File: src/rtl/etps_pkg.sv
// Shared types and constants for the envelope triggered pitch sweep block.
package etps_pkg;

    localparam int TUNE_W  = 24;
    localparam int ENV_W   = 25;
    localparam int COEF_W  = 16;
    localparam int RATIO_W = 24;
    localparam int PHASE_W = 2;
    localparam int MODE_W  = 2;
    localparam int CFG_IDX_W  = 3;
    localparam int CFG_DATA_W = 25;
    localparam int MUL_A_W = ENV_W;
    localparam int MUL_B_W = TUNE_W;
    localparam int PROD_W  = MUL_A_W + MUL_B_W;

    localparam logic [TUNE_W-1:0]  ONE_Q23 = 24'd8388608;
    localparam logic [RATIO_W-1:0] ONE_Q22 = 24'd4194304;

    typedef enum logic [MODE_W-1:0] {
        MODE_TRIGGERED = 2'd0,
        MODE_WHAMMY    = 2'd1,
        MODE_INVERTED  = 2'd2,
        MODE_FREE      = 2'd3
    } mode_t;

    typedef enum logic [PHASE_W-1:0] {
        PH_IDLE   = 2'd0,
        PH_RISING = 2'd1,
        PH_HOLD   = 2'd2,
        PH_FALL   = 2'd3
    } phase_t;

    typedef enum logic [CFG_IDX_W-1:0] {
        CFG_MODE          = 3'd0,
        CFG_THRESHOLD     = 3'd1,
        CFG_ATTACK_STEP   = 3'd2,
        CFG_DECAY_STEP    = 3'd3,
        CFG_ENV_COEF      = 3'd4,
        CFG_WHAMMY_LEVEL  = 3'd5,
        CFG_PITCH_RANGE   = 3'd6,
        CFG_INTERVAL_ZERO = 3'd7
    } cfg_idx_t;

    typedef enum logic [3:0] {
        ST_IDLE,
        ST_MAG,
        ST_ENV_MUL,
        ST_ENV_UPD,
        ST_CMP,
        ST_RAMP,
        ST_USE_MUL,
        ST_RATIO_MUL,
        ST_DONE
    } state_t;

endpackage

File: src/rtl/envelope_triggered_pitch_sweep_top.sv
// Envelope triggered pitch sweep controller with one shared multiplier.
//
//  channel   | direction | tdata fields (lowest bit up)
//  s_axis    | in        | left_sample, right_sample
//  m_axis    | out       | mono_sample, tune_level, sweep_phase, pitch_ratio
//  cfg       | in        | cfg_index selects register, cfg_data holds value
//
// Modes 0 and 2 run MAG, ENV_MUL, ENV_UPD, CMP, RAMP, USE_MUL, RATIO_MUL and
// DONE, modes 1 and 3 skip ENV_MUL to RAMP, then back to idle; the single
// multiplier does envelope release, tune times whammy, ratio scaling in turn.
// Reset clears the envelope, tune level and phase and loads register defaults.
// s_axis_tready is high only in idle; a stalled result holds the sequencer
// in its last step until the output register is free.
module envelope_triggered_pitch_sweep_top
    import etps_pkg::*;
#(
    parameter int SAMPLE_BITS = 24
) (
    input  logic                  clk,
    input  logic                  rst_n,
    input  logic                  s_axis_tvalid,
    output logic                  s_axis_tready,
    // left_sample, right_sample
    input  logic [((2 * SAMPLE_BITS + 7) / 8) * 8 - 1:0] s_axis_tdata,
    output logic                  m_axis_tvalid,
    input  logic                  m_axis_tready,
    // mono_sample, tune_level, sweep_phase, pitch_ratio
    output logic [((SAMPLE_BITS + TUNE_W + PHASE_W + RATIO_W + 7) / 8) * 8 - 1:0] m_axis_tdata,
    input  logic                  cfg_wr_en,
    input  logic [CFG_IDX_W-1:0]  cfg_index,
    input  logic [CFG_DATA_W-1:0] cfg_data
);

    localparam int OUT_RAW_W = SAMPLE_BITS + TUNE_W + PHASE_W + RATIO_W;
    localparam int OUT_W = ((OUT_RAW_W + 7) / 8) * 8;
    localparam int SHL = (SAMPLE_BITS < 24) ? (24 - SAMPLE_BITS) : 0;
    localparam int SHR = (SAMPLE_BITS > 24) ? (SAMPLE_BITS - 24) : 0;
    localparam int MW  = SAMPLE_BITS + SHL;

    // configuration registers
    mode_t              mode_reg;
    logic [ENV_W-1:0]   thr_reg;
    logic [TUNE_W-1:0]  attack_reg;
    logic [TUNE_W-1:0]  decay_reg;
    logic [COEF_W-1:0]  coef_reg;
    logic [TUNE_W-1:0]  whammy_reg;
    logic [RATIO_W-1:0] range_reg;
    logic               izero_reg;

    // sequencer and state
    state_t state_reg, state_next;
    logic [ENV_W-1:0]  env_reg, env_next;
    logic [TUNE_W-1:0] tune_reg, tune_next;
    phase_t            phase_reg, phase_next;

    // working registers
    logic signed [SAMPLE_BITS-1:0] l_reg, r_reg;
    logic [SAMPLE_BITS-1:0] mono_reg, mono_next;
    logic [ENV_W-1:0]  sum_reg, sum_next;
    logic [PROD_W-1:0] prod_reg, prod_next;
    logic le_tz_reg, ge_thr_reg, lt_td_reg;
    logic le_tz_next, ge_thr_next, lt_td_next;

    // output register
    logic               out_valid_reg, out_valid_next;
    logic [OUT_W-1:0]   out_data_reg, out_data_next;

    // datapath signals
    logic signed [SAMPLE_BITS:0] lr_sum;
    logic [SAMPLE_BITS-1:0] abs_l, abs_r;
    logic [MW-1:0] ext_l, ext_r;
    logic [TUNE_W-1:0] mag_l, mag_r;
    logic [MUL_A_W-1:0] mul_a;
    logic [MUL_B_W-1:0] mul_b;
    logic [PROD_W-1:0]  mul_p;
    logic [PROD_W:0]    prod_rnd23, prod_rnd16;
    logic [ENV_W-1:0]   env_dec;
    logic [ENV_W+1:0]   thr_x3;
    logic [TUNE_W-1:0]  wh_sat, use_val;
    logic [RATIO_W-1:0] rng_mag;
    logic               rng_neg;
    logic [ENV_W-1:0]   ratio_wide;
    logic [ENV_W-1:0]   ramp_t;
    phase_t             ramp_ph;
    logic               accept_in, out_free;

    assign accept_in = s_axis_tvalid && s_axis_tready;
    assign out_free  = !out_valid_reg || m_axis_tready;

    assign s_axis_tready = (state_reg == ST_IDLE);
    assign m_axis_tvalid = out_valid_reg;
    assign m_axis_tdata  = out_data_reg;

    // configuration writes
    always_ff @(posedge clk or negedge rst_n)
    begin
        if (!rst_n)
        begin
            mode_reg   <= MODE_TRIGGERED;
            thr_reg    <= 25'd838861;
            attack_reg <= 24'd874;
            decay_reg  <= 24'd874;
            coef_reg   <= 16'd655;
            whammy_reg <= '0;
            range_reg  <= 24'd4194304;
            izero_reg  <= 1'b1;
        end
        else if (cfg_wr_en)
        begin
            case (cfg_idx_t'(cfg_index))
                CFG_MODE:          mode_reg   <= mode_t'(cfg_data[MODE_W-1:0]);
                CFG_THRESHOLD:     thr_reg    <= cfg_data[ENV_W-1:0];
                CFG_ATTACK_STEP:   attack_reg <= cfg_data[TUNE_W-1:0];
                CFG_DECAY_STEP:    decay_reg  <= cfg_data[TUNE_W-1:0];
                CFG_ENV_COEF:      coef_reg   <= cfg_data[COEF_W-1:0];
                CFG_WHAMMY_LEVEL:  whammy_reg <= cfg_data[TUNE_W-1:0];
                CFG_PITCH_RANGE:   range_reg  <= cfg_data[RATIO_W-1:0];
                CFG_INTERVAL_ZERO: izero_reg  <= cfg_data[0];
                default:           ;
            endcase
        end
    end

    // sample magnitudes and mono mix
    always_comb
    begin
        lr_sum = {l_reg[SAMPLE_BITS-1], l_reg} + {r_reg[SAMPLE_BITS-1], r_reg};
        abs_l  = l_reg[SAMPLE_BITS-1] ? SAMPLE_BITS'(-l_reg) : SAMPLE_BITS'(l_reg);
        abs_r  = r_reg[SAMPLE_BITS-1] ? SAMPLE_BITS'(-r_reg) : SAMPLE_BITS'(r_reg);
        ext_l  = MW'(abs_l) << SHL;
        ext_r  = MW'(abs_r) << SHL;
        mag_l  = TUNE_W'(ext_l >> SHR);
        mag_r  = TUNE_W'(ext_r >> SHR);
    end

    // shared multiplier operand select
    always_comb
    begin
        wh_sat  = (whammy_reg > ONE_Q23) ? ONE_Q23 : whammy_reg;
        rng_neg = (range_reg < ONE_Q22);
        rng_mag = rng_neg ? (ONE_Q22 - range_reg) : (range_reg - ONE_Q22);
        prod_rnd23 = {1'b0, prod_reg} + (PROD_W+1)'(ONE_Q23 >> 1);
        prod_rnd16 = {1'b0, prod_reg} + (PROD_W+1)'(32768);
        env_dec    = prod_rnd16[ENV_W+15:16];
        thr_x3     = {2'b00, thr_reg} + {1'b0, thr_reg, 1'b0};

        case (mode_reg)
            MODE_WHAMMY:    use_val = wh_sat;
            MODE_INVERTED:  use_val = ONE_Q23 - tune_reg;
            MODE_TRIGGERED: use_val = izero_reg ? prod_rnd23[TUNE_W+22:23] : tune_reg;
            default:        use_val = tune_reg;
        endcase

        case (state_reg)
            ST_ENV_MUL:
            begin
                mul_a = env_reg - sum_reg;
                mul_b = MUL_B_W'(coef_reg);
            end
            ST_USE_MUL:
            begin
                mul_a = MUL_A_W'(tune_reg);
                mul_b = wh_sat;
            end
            ST_RATIO_MUL:
            begin
                mul_a = MUL_A_W'(rng_mag);
                mul_b = use_val;
            end
            default:
            begin
                mul_a = '0;
                mul_b = '0;
            end
        endcase
        mul_p = PROD_W'(mul_a) * PROD_W'(mul_b);

        ratio_wide = rng_neg ? (ENV_W'(ONE_Q22) - prod_rnd23[ENV_W+22:23])
                             : (ENV_W'(ONE_Q22) + prod_rnd23[ENV_W+22:23]);
    end

    // ramp phase update
    always_comb
    begin
        ramp_ph = phase_reg;
        ramp_t  = ENV_W'(tune_reg);
        if (le_tz_reg)
        begin
            ramp_ph = PH_IDLE;
            ramp_t  = '0;
        end
        if (ramp_ph == PH_IDLE && ge_thr_reg)
        begin
            ramp_ph = PH_RISING;
        end
        if (ramp_ph == PH_RISING)
        begin
            ramp_t = ramp_t + ENV_W'(attack_reg);
            if (ramp_t >= ENV_W'(ONE_Q23))
            begin
                ramp_ph = PH_HOLD;
            end
        end
        if (ramp_ph == PH_HOLD)
        begin
            ramp_t = ENV_W'(ONE_Q23);
            if (lt_td_reg)
            begin
                ramp_ph = PH_FALL;
            end
        end
        if (ramp_ph == PH_FALL)
        begin
            if (ENV_W'(decay_reg) >= ramp_t)
            begin
                ramp_t  = '0;
                ramp_ph = PH_IDLE;
            end
            else
            begin
                ramp_t = ramp_t - ENV_W'(decay_reg);
            end
        end
    end

    // next state
    always_comb
    begin
        state_next = state_reg;
        case (state_reg)
            ST_IDLE:
            begin
                if (accept_in)
                begin
                    state_next = ST_MAG;
                end
            end
            ST_MAG:
            begin
                if (mode_reg == MODE_TRIGGERED || mode_reg == MODE_INVERTED)
                begin
                    state_next = ST_ENV_MUL;
                end
                else
                begin
                    state_next = ST_USE_MUL;
                end
            end
            ST_ENV_MUL:   state_next = ST_ENV_UPD;
            ST_ENV_UPD:   state_next = ST_CMP;
            ST_CMP:       state_next = ST_RAMP;
            ST_RAMP:      state_next = ST_USE_MUL;
            ST_USE_MUL:   state_next = ST_RATIO_MUL;
            ST_RATIO_MUL: state_next = ST_DONE;
            ST_DONE:
            begin
                if (out_free)
                begin
                    state_next = ST_IDLE;
                end
            end
            default:      state_next = ST_IDLE;
        endcase
    end

    // datapath updates per step
    always_comb
    begin
        env_next       = env_reg;
        tune_next      = tune_reg;
        phase_next     = phase_reg;
        mono_next      = mono_reg;
        sum_next       = sum_reg;
        prod_next      = prod_reg;
        le_tz_next     = le_tz_reg;
        ge_thr_next    = ge_thr_reg;
        lt_td_next     = lt_td_reg;
        out_valid_next = out_valid_reg && !m_axis_tready;
        out_data_next  = out_data_reg;
        case (state_reg)
            ST_MAG:
            begin
                mono_next = lr_sum[SAMPLE_BITS:1];
                sum_next  = ENV_W'(mag_l) + ENV_W'(mag_r);
            end
            ST_ENV_MUL, ST_USE_MUL, ST_RATIO_MUL:
            begin
                prod_next = mul_p;
            end
            ST_ENV_UPD:
            begin
                env_next = (sum_reg > env_reg) ? sum_reg : (env_reg - env_dec);
            end
            ST_CMP:
            begin
                le_tz_next  = (env_reg <= (thr_reg >> 1));
                ge_thr_next = (env_reg >= thr_reg);
                lt_td_next  = (env_reg < thr_x3[ENV_W+1:2]);
            end
            ST_RAMP:
            begin
                tune_next  = ramp_t[TUNE_W-1:0];
                phase_next = ramp_ph;
            end
            ST_DONE:
            begin
                if (out_free)
                begin
                    out_valid_next = 1'b1;
                    out_data_next  = OUT_W'({ratio_wide[RATIO_W-1:0], phase_reg,
                                             tune_reg, mono_reg});
                end
            end
            default: ;
        endcase
    end

    always_ff @(posedge clk or negedge rst_n)
    begin
        if (!rst_n)
        begin
            state_reg     <= ST_IDLE;
            env_reg       <= '0;
            tune_reg      <= '0;
            phase_reg     <= PH_IDLE;
            out_valid_reg <= 1'b0;
        end
        else
        begin
            state_reg     <= state_next;
            env_reg       <= env_next;
            tune_reg      <= tune_next;
            phase_reg     <= phase_next;
            out_valid_reg <= out_valid_next;
        end
    end

    always_ff @(posedge clk)
    begin
        if (accept_in)
        begin
            l_reg <= s_axis_tdata[SAMPLE_BITS-1:0];
            r_reg <= s_axis_tdata[2*SAMPLE_BITS-1:SAMPLE_BITS];
        end
        mono_reg     <= mono_next;
        sum_reg      <= sum_next;
        prod_reg     <= prod_next;
        le_tz_reg    <= le_tz_next;
        ge_thr_reg   <= ge_thr_next;
        lt_td_reg    <= lt_td_next;
        out_data_reg <= out_data_next;
    end

    a_tune_bound: assert property (@(posedge clk) disable iff (!rst_n)
        tune_reg <= ONE_Q23)
        else $error("tune level above one");

    a_idle_tune_zero: assert property (@(posedge clk) disable iff (!rst_n)
        phase_reg == PH_IDLE |-> tune_reg == '0)
        else $error("idle phase with nonzero tune");

    a_hold_tune_full: assert property (@(posedge clk) disable iff (!rst_n)
        phase_reg == PH_HOLD |-> tune_reg == ONE_Q23)
        else $error("hold phase without full tune");

    a_accept_starts: assert property (@(posedge clk) disable iff (!rst_n)
        accept_in |=> state_reg == ST_MAG)
        else $error("accepted item did not start sequencer");

    a_env_bound: assert property (@(posedge clk) disable iff (!rst_n)
        env_reg <= ENV_W'(ONE_Q23) + ENV_W'(ONE_Q23))
        else $error("envelope above two");

endmodule

File: config.mk
export PLATFORM = sky130hd
export DESIGN_NAME = envelope_triggered_pitch_sweep_top
export DESIGN_NICKNAME = d
export VERILOG_FILES = /design/src/rtl/etps_pkg.sv /design/src/rtl/envelope_triggered_pitch_sweep_top.sv
export SDC_FILE = /design/constraint.sdc
export NUM_CORES = 2
export LEC_CHECK = 0
export ABC_AREA = 1
export BUFFER_PORTS_ARGS = -buffer_cell sky130_fd_sc_hd__buf_2
export CAP_MARGIN = 30
export CORE_ASPECT_RATIO = 0.5
export CORE_MARGIN = 3
export CORE_UTILIZATION = 45
export CTS_CLUSTER_SIZE = 40
export DETAILED_ROUTE_END_ITERATION = 8
export HOLD_SLACK_MARGIN = 0.05
export PLACE_DENSITY = 0.68
export REMOVE_ABC_BUFFERS = 1
export SLEW_MARGIN = 40
export SYNTH_ARGS = -nofsm -noshare
export SYNTH_HDL_FRONTEND = slang
export SYNTH_SLANG_ARGS = --single-unit
File: constraint.sdc
create_clock -name clk -period 17.8 [get_ports clk]
set_input_delay 1.78 -clock clk [delete_from_list [all_inputs] [get_ports clk]]
set_output_delay 1.78 -clock clk [all_outputs]
set_load 0.02 [all_outputs]
==> flow_summary.json <==
{
  "status": "completed",
  "antenna_left": 0,
  "htreeDepth": 2,
  "clkTransAtPathRegs_ns": 0.07,
  "viasPerCell": 5.54,
  "r2r_start": "tune_reg[0]",
  "die_area_um2": 113000,
  "cap_violations": 0,
  "rsz0062_at_grt": "no",
  "ff2ff_setup_slack_ns": 8.13,
  "drc": 0,
  "postSynthCellCount": 6191,
  "yosysUniqueCellTypes": 73,
  "setup_viol": 0,
  "stdcell_area_um2": 52900,
  "dp_slack_ns": 8.22,
  "r2r_end": "prod_reg[46]",
  "coreArea_um2": 107000,
  "ff2ff_path_depth": 41,
  "min_path_cells": 0,
  "largest_reg_flops": 74,
  "post_drt_wl_per_cell_um": 21.1,
  "netlist_area_um2": 49100,
  "finalPower_mw": 9.05,
  "gp_congestion": 1.02,
  "cts_root_buf": "clkbuf_16",
  "drive_above_1_share_pct": 7.19,
  "place_area_um2": 51400,
  "clock_skew_ns": 0.0359,
  "antenna_found_initial": 4,
  "async_reset_ff_share_pct": 48.8,
  "grt_pass1_wl_mm": 248,
  "use_met1_pct": 41.7,
  "hold_start": "mono_reg[17]",
  "ir_worst_vdd_mv": 0.0936,
  "vias": 42848,
  "dp.final_hpwl_mm": 131,
  "ys_seq_area_share_pct": 22.7,
  "clk_latency_ns": 0.60,
  "hp-class": "flip-flop to flip-flop",
  "worstMarginPinSlew_ns": 0.926,
  "postCtsHoldBufs": 0,
  "crit_path_start_kind": "flip-flop",
  "worst_slack_ns": 8.13,
  "cts_resized": 0,
  "cts.sinks": 402,
  "first_global_vias": 40537,
  "final_cell_mix": "nand2_1 (1405), inv_1 (1104), nor2_1 (520), fa_1 (509), ha_1 (430)",
  "post_cts_buffers": 0,
  "clk_path_buf_depth": 3,
  "crit_fanout": 13,
  "port_buffers": 156,
  "end_kind": "flip-flop",
  "yosysWarnings": 0,
  "std_cell_rows": 84,
  "grt_usage_pct": 28.7,
  "die_x_um": 473,
  "slew_headroom_pct": 38.2,
  "synth_seq_cells": 402,
  "globalRouteMet3Util_pct": 6.45,
  "cp_common_cell": "nand2_1",
  "die_y_um": 240,
  "crit_type": "flip-flop to flip-flop",
  "drtPass1Iterations": 6,
  "leakagePower_nw": 25.5,
  "utilization_pct": 49.6,
  "period_needed_ns": 9.67,
  "met2_usage_pct": 41.9,
  "final_nets": 7297,
  "layout_worst_path_cycle_share_pct": 54.3,
  "fmax_ghz": 0.103,
  "ioPinCount": 163,
  "grt_max_degree": 80,
  "finalHoldViolations": 0,
  "p_per_area_nw_per_um2": 171,
  "worst_ep_arrival_time_ns": 10.00,
  "routed_wl_mm": 163,
  "yosys_most_used_dff": "edfxtp_1",
  "numCtsBuffers": 42,
  "cts_tree": "built",
  "busiest_layer": "met2",
  "dr.first_iter.drc_count": 4826,
  "required_ns": 18.13,
  "syn2layout_area_growth_pct": 7.67,
  "tns_ns": 0,
  "start_util_pct": 46.0,
  "synth_area_per_cell_um2": 7.93,
  "cpMaxStageDelayCell": "inv_1",
  "max_stage_delay_ns": 0.87,
  "hold_end": "m_axis_tdata[17]",
  "finalMaxSlewViolations": 0,
  "synth_edf_count": 206,
  "layout_commonest_cell": "nand2_1",
  "grt_overflow": 0
}
final cells by class:
class,count,area (um2)
inverter,1148,4310
tap,1419,1780
antenna,2,5.00
timing repair buffer,212,1220
fill,10205,53800
clock buffer,49,1130
multi-input combinational,4471,32900
clock inverter,29,375
sequential,402,11100
per-stage QoR:
step                      instances  hold slack [ns]
after floorplan                6021            0.400
after global placement         7651            0.401
after detailed placement       7652            0.405
after CTS                      7730            0.420
after global routing           7731            0.428
final                          7732            0.419
critical path: cells and delay by family (launching register included):
kind                     cells  cell delay [ns]
AO/OA/AOI/OAI                6             1.03
adder cells (fa/ha/maj)      9             4.15
buffers and inverters        9             1.44
flip-flops                   1             0.50
AND/OR/NAND/NOR             17             2.19
cells in the mapped netlist (13+ instances only):
master,n,area [um2]
a31oi_1,35,219
dfrtp_1,165,4130
o2111ai_1,17,149
nand3_1,163,816
o21ai_1,20,100
dfstp_2,31,815
xnor2_1,98,858
nor3_1,52,260
o21ai_0,332,1660
inv_1,1111,4170
inv_2,28,105
nand2_1,1407,5280
o21bai_1,19,143
buf_4,18,135
nor2_1,525,1970
nor4_1,22,138
ha_1,430,5380
o211ai_1,49,368
edfxtp_1,206,6190
clkbuf_1,100,375
o221ai_1,13,114
nand4_1,45,282
xor2_1,154,1350
a21boi_0,15,113
buf_2,52,260
o21a_1,18,135
a21oi_1,355,1780
fa_1,509,10200
nand2_2,19,119
power by group:
| part | switching [mW] | internal (mW) | total (mW) |
|---|---|---|---|
| clock network | 0.424 | 0.564 | 0.988 |
| registers | 0.364 | 1.34 | 1.70 |
| logic | 4.35 | 2.01 | 6.36 |
per-layer routing:
metal,vias to the layer above,wire [um]
li1,19791,-
met1,20639,70500
met2,2102,67100
met3,316,19000
met4,0,6800
met5,-,0
how the worst max path moves through the flow:
| stage | from | to | slack, ns | depth (start not counted) |
|---|---|---|---|---|
| after global routing | tune_reg[0] | prod_reg[46] | 7.73 | 41 |
| after CTS | prod_reg[22] | prod_reg[46] | 8.17 | 43 |
| after global placement | prod_reg[22] | prod_reg[46] | 8.22 | 43 |
| after detailed placement | prod_reg[22] | prod_reg[46] | 8.22 | 43 |
| final | tune_reg[0] | prod_reg[46] | 8.13 | 41 |
| after floorplan | env_reg[1] | prod_reg[46] | 9.34 | 40 |
cells by family (layout without fill, tap and decap cells):
family                     count (synthesis)  after routing  synth area share (%)
xor gates and xnor gates                 255            255                  4.62
other                                      2             14                0.0153
DFF                                      402            402                  22.7
and+or+nand+nor                         2302           2302                  19.3
AOI/OAI and AO/OA                        963            963                  11.3
buffers and inverters                   1328           1438                  10.5
adders and majority gates                939            939                  31.7
No activity file was read; power rests on OpenSTA's default activity.
